$ cat src/rtl/pstb_pkg.sv
// Package with shared constants and types for the periodic timer bank.
`timescale 1ns / 1ps
`default_nettype none

package pstb_pkg;

	localparam int NUM_CHANNELS = 16;
	localparam int MAX_RESULTS  = 16;
	localparam int CH_IW        = (NUM_CHANNELS > 1) ? $clog2(NUM_CHANNELS) : 1;
	localparam int CNT_W        = $clog2(MAX_RESULTS + 1);

	localparam int PERIOD_W = 16;
	localparam int CD_W     = 18;

	localparam logic [2:0] OP_ENABLE   = 3'd0;
	localparam logic [2:0] OP_STOP     = 3'd1;
	localparam logic [2:0] OP_CONTINUE = 3'd2;
	localparam logic [2:0] OP_QUERY    = 3'd3;
	localparam logic [2:0] OP_TICK     = 3'd4;

	localparam logic [3:0] STEP_ONE = 4'd1;
	localparam logic [3:0] STEP_TEN = 4'd10;

	typedef struct packed {
		logic        [PERIOD_W-1:0] period;
		logic signed [CD_W-1:0]     countdown;
	} ent_t;

endpackage

`default_nettype wire

$ cat src/rtl/periodic_soft_timer_bank_top.sv
// Periodic timer bank: command decode, per-tick channel sweep over the state memory, result output.
// A command result is registered and presented in the cycle after its transaction is accepted.
// Commands are accepted while the bank is idle and the output register is free.
// A tick sweeps the channel memory at one entry per cycle unless an expiry waits on a busy output
// (one read port, one write port), so no new item is taken until the sweep and its flush are done.
// Reset: run flags and entry-written flags clear at once; no clearing pass runs.
`timescale 1ns / 1ps
`default_nettype none

module periodic_soft_timer_bank_top (
	input  wire logic        clk,
	input  wire logic        arst_n,
	input  wire logic        s_tvalid,
	output logic             s_tready,
	input  wire logic [23:0] s_tdata,  // channel[3:0], period_ms[19:4], tick_is_ten[20], zero pad
	input  wire logic [2:0]  s_tuser,  // op[2:0]
	output logic             m_tvalid,
	input  wire logic        m_tready,
	output logic [7:0]       m_tdata,  // out_channel[3:0], running[4], zero pad
	output logic             m_tuser,  // fired[0]
	output logic             m_tlast
);

	localparam logic [1:0] ST_IDLE  = 2'd0;
	localparam logic [1:0] ST_SWEEP = 2'd1;
	localparam logic [1:0] ST_FLUSH = 2'd2;

	localparam logic [2:0] OP_ENABLE_C   = pstb_pkg::OP_ENABLE;
	localparam logic [2:0] OP_STOP_C     = pstb_pkg::OP_STOP;
	localparam logic [2:0] OP_CONTINUE_C = pstb_pkg::OP_CONTINUE;

	localparam int NCH  = pstb_pkg::NUM_CHANNELS;
	localparam int IW   = pstb_pkg::CH_IW;
	localparam int CW   = pstb_pkg::CNT_W;
	localparam int CD_W = pstb_pkg::CD_W;

	// input fields
	logic [2:0]  op;
	logic [3:0]  channel;
	logic [15:0] period_ms;
	logic        tick_is_ten;

	assign op          = s_tuser;
	assign channel     = s_tdata[3:0];
	assign period_ms   = s_tdata[19:4];
	assign tick_is_ten = s_tdata[20];

	logic [1:0]          state_q;
	logic [NCH-1:0]      run_q;
	logic [NCH-1:0]      wr_q;
	logic [3:0]          step_q;
	logic [IW-1:0]       idx_s1;
	logic                pend_q;
	logic [IW-1:0]       pend_ch_q;
	logic [CW-1:0]       cnt_q;

	logic                out_vld_q;
	logic [3:0]          out_ch_q;
	logic                out_run_q;
	logic                out_fired_q;
	logic                out_last_q;

	pstb_pkg::ent_t      mem [NCH];
	pstb_pkg::ent_t      rd_data_s1;

	logic                out_free;
	logic                out_load;
	logic                in_acc;
	logic                cmd_valid;
	logic [IW-1:0]       cmd_idx;
	logic                cmd_run;

	logic                mem_we;
	logic [IW-1:0]       mem_wa;
	pstb_pkg::ent_t      mem_wd;
	logic                rd_en;
	logic [IW-1:0]       rd_addr;

	logic                ch_run;
	logic [15:0]         ch_per;
	logic signed [CD_W-1:0] ch_cd;
	logic signed [CD_W:0]   cd_next;
	logic                expired;
	logic                capture;
	logic                advance;
	logic                idx_last;

	assign out_free  = !out_vld_q || m_tready;
	assign s_tready  = (state_q == ST_IDLE) && out_free;
	assign in_acc    = s_tvalid && s_tready;

	assign cmd_valid = int'(channel) < NCH;
	assign cmd_idx   = IW'(channel);

	always_comb begin
		cmd_run = 1'b0;
		if (cmd_valid) begin
			case (op)
				OP_ENABLE_C, OP_CONTINUE_C: cmd_run = 1'b1;
				OP_STOP_C:                  cmd_run = 1'b0;
				default:                    cmd_run = run_q[cmd_idx];
			endcase
		end
	end

	// channel under evaluation; never-written entries read as zero
	assign ch_run   = run_q[idx_s1];
	assign ch_per   = wr_q[idx_s1] ? rd_data_s1.period : '0;
	assign ch_cd    = wr_q[idx_s1] ? rd_data_s1.countdown : '0;
	assign cd_next  = {ch_cd[CD_W-1], ch_cd} - $signed({{(CD_W-3){1'b0}}, step_q});
	assign expired  = ch_run && cd_next[CD_W];
	assign capture  = expired && (cnt_q < CW'(pstb_pkg::MAX_RESULTS));
	// stall only when a pending expiry must go out and the output is busy
	assign advance  = (state_q == ST_SWEEP) && !(capture && pend_q && !out_free);
	assign idx_last = idx_s1 == IW'(NCH - 1);

	// load the output register with a new transaction
	assign out_load = ((state_q == ST_IDLE) && in_acc && op != pstb_pkg::OP_TICK)
		|| (advance && capture && pend_q)
		|| ((state_q == ST_FLUSH) && out_free);

	always_comb begin
		mem_we = 1'b0;
		mem_wa = idx_s1;
		mem_wd = '{period: ch_per, countdown: expired
			? $signed({2'b00, ch_per}) - 18'sd1 : cd_next[CD_W-1:0]};
		rd_en   = 1'b0;
		rd_addr = '0;
		if (state_q == ST_IDLE) begin
			if (in_acc && op == OP_ENABLE_C && cmd_valid) begin
				mem_we = 1'b1;
				mem_wa = cmd_idx;
				mem_wd = '{period: period_ms,
					countdown: $signed({2'b00, period_ms}) - 18'sd1};
			end
			if (in_acc && op == pstb_pkg::OP_TICK) begin
				rd_en   = 1'b1;
				rd_addr = '0;
			end
		end else if (advance) begin
			mem_we = ch_run;
			if (!idx_last) begin
				rd_en   = 1'b1;
				rd_addr = idx_s1 + 1'b1;
			end
		end
	end

	always_ff @(posedge clk) begin
		if (mem_we) begin
			mem[mem_wa] <= mem_wd;
		end
	end

	always_ff @(posedge clk) begin
		if (rd_en) begin
			rd_data_s1 <= mem[rd_addr];
		end
	end

	always_ff @(posedge clk or negedge arst_n) begin
		if (!arst_n) begin
			state_q     <= ST_IDLE;
			run_q       <= '0;
			wr_q        <= '0;
			step_q      <= pstb_pkg::STEP_ONE;
			idx_s1      <= '0;
			pend_q      <= 1'b0;
			pend_ch_q   <= '0;
			cnt_q       <= '0;
			out_vld_q   <= 1'b0;
			out_ch_q    <= '0;
			out_run_q   <= 1'b0;
			out_fired_q <= 1'b0;
			out_last_q  <= 1'b0;
		end else begin
			if (out_load) begin
				out_vld_q <= 1'b1;
			end else if (m_tready) begin
				out_vld_q <= 1'b0;
			end
			if (mem_we) begin
				wr_q[mem_wa] <= 1'b1;
			end
			unique case (state_q)
				ST_IDLE: begin
					if (in_acc) begin
						if (op == pstb_pkg::OP_TICK) begin
							step_q  <= tick_is_ten ? pstb_pkg::STEP_TEN : pstb_pkg::STEP_ONE;
							idx_s1  <= '0;
							pend_q  <= 1'b0;
							cnt_q   <= '0;
							state_q <= ST_SWEEP;
						end else begin
							if (cmd_valid && (op == OP_ENABLE_C || op == OP_CONTINUE_C)) begin
								run_q[cmd_idx] <= 1'b1;
							end else if (cmd_valid && op == OP_STOP_C) begin
								run_q[cmd_idx] <= 1'b0;
							end
							out_ch_q    <= channel;
							out_run_q   <= cmd_run;
							out_fired_q <= 1'b0;
							out_last_q  <= 1'b1;
						end
					end
				end
				ST_SWEEP: begin
					if (advance) begin
						if (capture) begin
							// emit the previous expiry now that a later one exists
							if (pend_q) begin
								out_ch_q    <= 4'(pend_ch_q);
								out_run_q   <= 1'b1;
								out_fired_q <= 1'b1;
								out_last_q  <= 1'b0;
							end
							pend_q    <= 1'b1;
							pend_ch_q <= idx_s1;
							cnt_q     <= cnt_q + 1'b1;
						end
						if (idx_last) begin
							state_q <= ST_FLUSH;
						end else begin
							idx_s1 <= idx_s1 + 1'b1;
						end
					end
				end
				ST_FLUSH: begin
					if (out_free) begin
						out_ch_q    <= pend_q ? 4'(pend_ch_q) : 4'd0;
						out_run_q   <= pend_q;
						out_fired_q <= pend_q;
						out_last_q  <= 1'b1;
						pend_q      <= 1'b0;
						state_q     <= ST_IDLE;
					end
				end
				default: begin
					state_q <= ST_IDLE;
				end
			endcase
		end
	end

	assign m_tvalid = out_vld_q;
	assign m_tdata  = {3'b000, out_run_q, out_ch_q};
	assign m_tuser  = out_fired_q;
	assign m_tlast  = out_last_q;

`ifndef SYNTHESIS
	a_ready_idle: assert property (@(posedge clk) disable iff (!arst_n)
		s_tready |-> state_q == ST_IDLE)
		else $error("input ready outside idle");

	a_cnt_bound: assert property (@(posedge clk) disable iff (!arst_n)
		cnt_q <= CW'(pstb_pkg::MAX_RESULTS))
		else $error("expiry count overflow");

	a_pend_in_tick: assert property (@(posedge clk) disable iff (!arst_n)
		pend_q |-> (state_q == ST_SWEEP || state_q == ST_FLUSH))
		else $error("pending expiry outside a tick");

	a_tick_starts: assert property (@(posedge clk) disable iff (!arst_n)
		(in_acc && op == pstb_pkg::OP_TICK) |=> (state_q == ST_SWEEP && idx_s1 == '0))
		else $error("tick did not start sweep");

	a_sweep_write: assert property (@(posedge clk) disable iff (!arst_n)
		(mem_we && state_q == ST_SWEEP) |-> (run_q[idx_s1] && mem_wa == idx_s1))
		else $error("sweep wrote a stopped channel");
`endif

endmodule

`default_nettype wire

$ cat config.mk
export PLATFORM = sky130hd
export DESIGN_NAME = periodic_soft_timer_bank_top
export DESIGN_NICKNAME = d
export VERILOG_FILES = /design/src/rtl/pstb_pkg.sv /design/src/rtl/periodic_soft_timer_bank_top.sv
export SDC_FILE = /design/constraint.sdc
export NUM_CORES = 1
export LEC_CHECK = 0
export ABC_CLOCK_PERIOD_IN_PS = 20100
export BUFFER_PORTS_ARGS = -buffer_cell sky130_fd_sc_hd__buf_4
export CORE_MARGIN = 2
export CORE_UTILIZATION = 30
export CTS_BUF_LIST = sky130_fd_sc_hd__clkbuf_8
export DETAILED_ROUTE_END_ITERATION = 10
export GPL_TIMING_DRIVEN = 1
export PLACE_DENSITY = 0.49
export SLEW_MARGIN = 0
export SYNTH_ARGS = -nofsm -noshare
export SYNTH_HDL_FRONTEND = slang
export SYNTH_SLANG_ARGS = --single-unit
$ cat constraint.sdc
create_clock -name clk -period 20.1 [get_ports clk]
set_clock_uncertainty 0.1 [all_clocks]
set_input_delay 1.005 -clock clk [delete_from_list [all_inputs] [get_ports clk]]
set_output_delay 1.005 -clock clk [all_outputs]
set_load 0.01 [all_outputs]
==> impl_metrics.csv <==
group,metric,value,unit
sta,min_period,7.10,ns
global_routing,overflow,0,
clocking,cts_buffers,107,
clocking,cts_tree,"done",
power_and_ir_drop,vdd_drop_max,0.0868,mV
power_and_ir_drop,p_per_area,168,nW/µm²
critical_path,path_cells,"mux4_2, a22o_1, a211o_1, buf_4, and2_1, ha_1, nand2_1, nand3_1, nor4b_1, o21a_1, o21ai_4, buf_4, buf_4, nand3_2, buf_4, o32ai_1",
synthesis,async_flop_share,9.12,%
clocking,cts_buffer_depth,3,
drt,dr.pass1.iters,7,
drt,wl_per_cell,24.5,µm
sta,fin_crit_sh,35.3,%
synthesis,synth_edf_count,578,
global_routing,grt_pass1_wl,125000,µm
drt,via_per_inst,5.35,
clocking,cts_num_sinks,636,
clocking,clk_latency,0.73,ns
critical_path,cp.required,20.43,ns
finish,drive_above_1_share,14.2,%
synthesis,synth-seq-cells,636,
placement,place_area,29900,µm²
finish,synthToLayoutAreaGrowth,13.9,%
synthesis,ys.flop_type,"edfxtp_1",
critical_path,arrival,7.43,ns
finish,mostFrequentLayoutCell,"edfxtp_1",
finish,instances_no_fill,3489,
global_routing,grt_pass1_vias,18898,
die,io_pins,43,
critical_path,crit_path_start_kind,"register",
placement,hpwl,45600,µm
power_and_ir_drop,p_leak,0.0109,µW
critical_path,cpPeakStageDelay,1.01,ns
drt,first_iter_violations,1498,
placement,io_buffers,36,
sta,tns,0,ns
global_routing,antenna_found_initial,3,
drt,route.detailed.drc,0,
synthesis,yosysUniqueCellTypes,80,
critical_path,path_class,"reg -> reg",
finish,nNetsFinal,2192,
drt,totalWireLength,85400,µm
critical_path,cp_top_family,"buffers and inverters",
global_routing,grt_start_max_net_pins,83,
synthesis,syn_area,28000,µm²
die,rows,112,
synthesis,ys_seq_area_share,67.1,%
clocking,clkTransAtPathRegs,0.06,ns
synthesis,syn_inst,2103,
critical_path,cp_common_cell,"buf_4",
synthesis,yosysTopAreaCell,"edfxtp_1",
synthesis,avgSynthCellArea,13.3,µm²
clocking,cts-root-buf,"clkbuf_8",
drt,ant_nets,0,
sta,report.final.setup_viol,0,
finish,finish.instance_area,31900,µm²
clocking,post_cts_resized,0,
drt,vias,18660,
run,max-cap-violations,0,
die,die_x,310,µm
critical_path,cp.buffers_inverters,4,
synthesis,synth_area_leaders,"edfxtp_1 62%, dfrtp_1 5.1%, or3_1 2.5%, nand2_1 2.2%, o211ai_1 1.9%",
critical_path,critical_path.max_fanout,63,
clocking,htreeDepth,3,
critical_path,rrSetupSlack,13.00,ns
finish,fillers,9001,
placement,post-place-cells,3294,
placement,preCtsSetupSlack,13.15,ns
global_routing,grt_usage,17.7,%
clocking,cts-hold-fix-buffers,0,
finish,layout_common_cells,"578 x edfxtp_1, 160 x nand2_1, 119 x inv_1",
sta,max_freq,141,MHz
synthesis,yosysWarnings,0,
die,dieHeight,310,µm
die,start_util,30.2,%
die,dieArea,95900,µm²
critical_path,crit_slowest_cell,"dfrtp_4",
clocking,postCtsSetupRepairBufs,0,
sta,layout_setup_ws,13.00,ns
sta,worst_pin_slew,1.29,ns
placement,gp_congestion,0.854,
sta,hold_viol,0,
sta,relSlewSlack,14.1,%
synthesis,synth_top_area_share,61.9,%
min_path,hold_path.class,"in -> async",
sta,slew_viol_final,0,
outcome,status,"complete, no violations",
critical_path,crit_path_end_kind,"register",
sta,rsz0062_at_grt,"false",
die,core_area,92900,µm²
metal layers:
layer | track usage, % | vias up | wire [µm]
li1 | - | 8328 | -
met2 | 29.3 | 587 | 40900
met5 | 0 | - | 13
met1 | 24.1 | 9621 | 38000
met4 | 4.64 | 2 | 1680
met3 | 2.78 | 122 | 4780
state kept, by name, indices dropped and copies added, names as in the netlist, named ones only:
register,count
cnt_q,5
idx_s1,4
m_tlast,1
m_tuser,1
m_tvalid,1
mem,544
out_ch_q,4
out_run_q,1
pend_ch_q,4
pend_q,1
rd_data_s1,34
state_q,2
step_q,2
wr_q,16
synthesized netlist by cell type (all sizes together), types with 14 or more instances:
| cell | instances |
|---|---|
| and3 | 37 |
| a221oi | 36 |
| nand3 | 29 |
| a32oi | 33 |
| clkbuf | 133 |
| and2 | 41 |
| o32ai | 33 |
| mux2 | 20 |
| nor3 | 25 |
| a22oi | 34 |
| inv | 88 |
| edfxtp | 578 |
| or3 | 111 |
| a21oi | 34 |
| buf | 28 |
| o221ai | 32 |
| a21o | 34 |
| o41ai | 14 |
| o211ai | 71 |
| mux2i | 39 |
| o21bai | 18 |
| nand2 | 166 |
| o21ai | 102 |
| dfrtp | 57 |
| a211oi | 70 |
| nor2 | 91 |
power by group:
group	total [µW]	internal, µW	switching (µW)
Combinational	2150	633	1510
Sequential	2130	2010	118
Clock	1090	569	525
path summary, 6_finish.rpt:
| path | depth (start not counted) | start | end |
|---|---|---|---|
| setup / recovery | 16 | idx_s1[0] | rd_data_s1[8] |
| hold / removal | 1 | arst_n | cnt_q[0] |
| setup reg to reg | 16 | idx_s1[0] | rd_data_s1[8] |
| hold reg to reg | 1 | wr_q[4] | wr_q[4] |
| max in group asynchronous | 1 | arst_n | idx_s1[0] |
| min in group clk | 1 | wr_q[4] | wr_q[4] |
cells by family after synthesis:
logic type / count (synthesis) / synth area share (%)
compound gates: 567 / 15.0
xor+xnor: 25 / 0.781
fa+ha+maj: 12 / 0.563
buf+inv: 249 / 3.51
flops: 636 / 67.1
mux: 72 / 3.31
other cells: 1 / 0.0134
simple gates: 541 / 9.68
per-stage QoR:
| stage | hold slack, ns | util, % | total power, µW |
|---|---|---|---|
| final | 0.259 | 34.4 | 5370 |
| after global routing | 0.272 | 34.3 | 5650 |
| after floorplan | 0.338 | - | 3440 |
| after detailed placement | 0.364 | 32.2 | 4290 |
| after global placement | 0.355 | 32.2 | 4220 |
| after CTS | 0.242 | 34.3 | 5390 |
cell type report:
cell class	instances	area, µm²	area share (%)
Clock inverter	77	425	1.33
Timing Repair Buffer	96	721	2.26
Antenna cell	2	5.00	0.0157
Tap cell	1254	1570	4.92
Inverter	88	330	1.04
Multi-Input combinational cell	1220	8450	26.5
Clock buffer	116	1600	5.00
Sequential cell	636	18800	58.9
No activity file was read; power rests on OpenSTA's default activity.
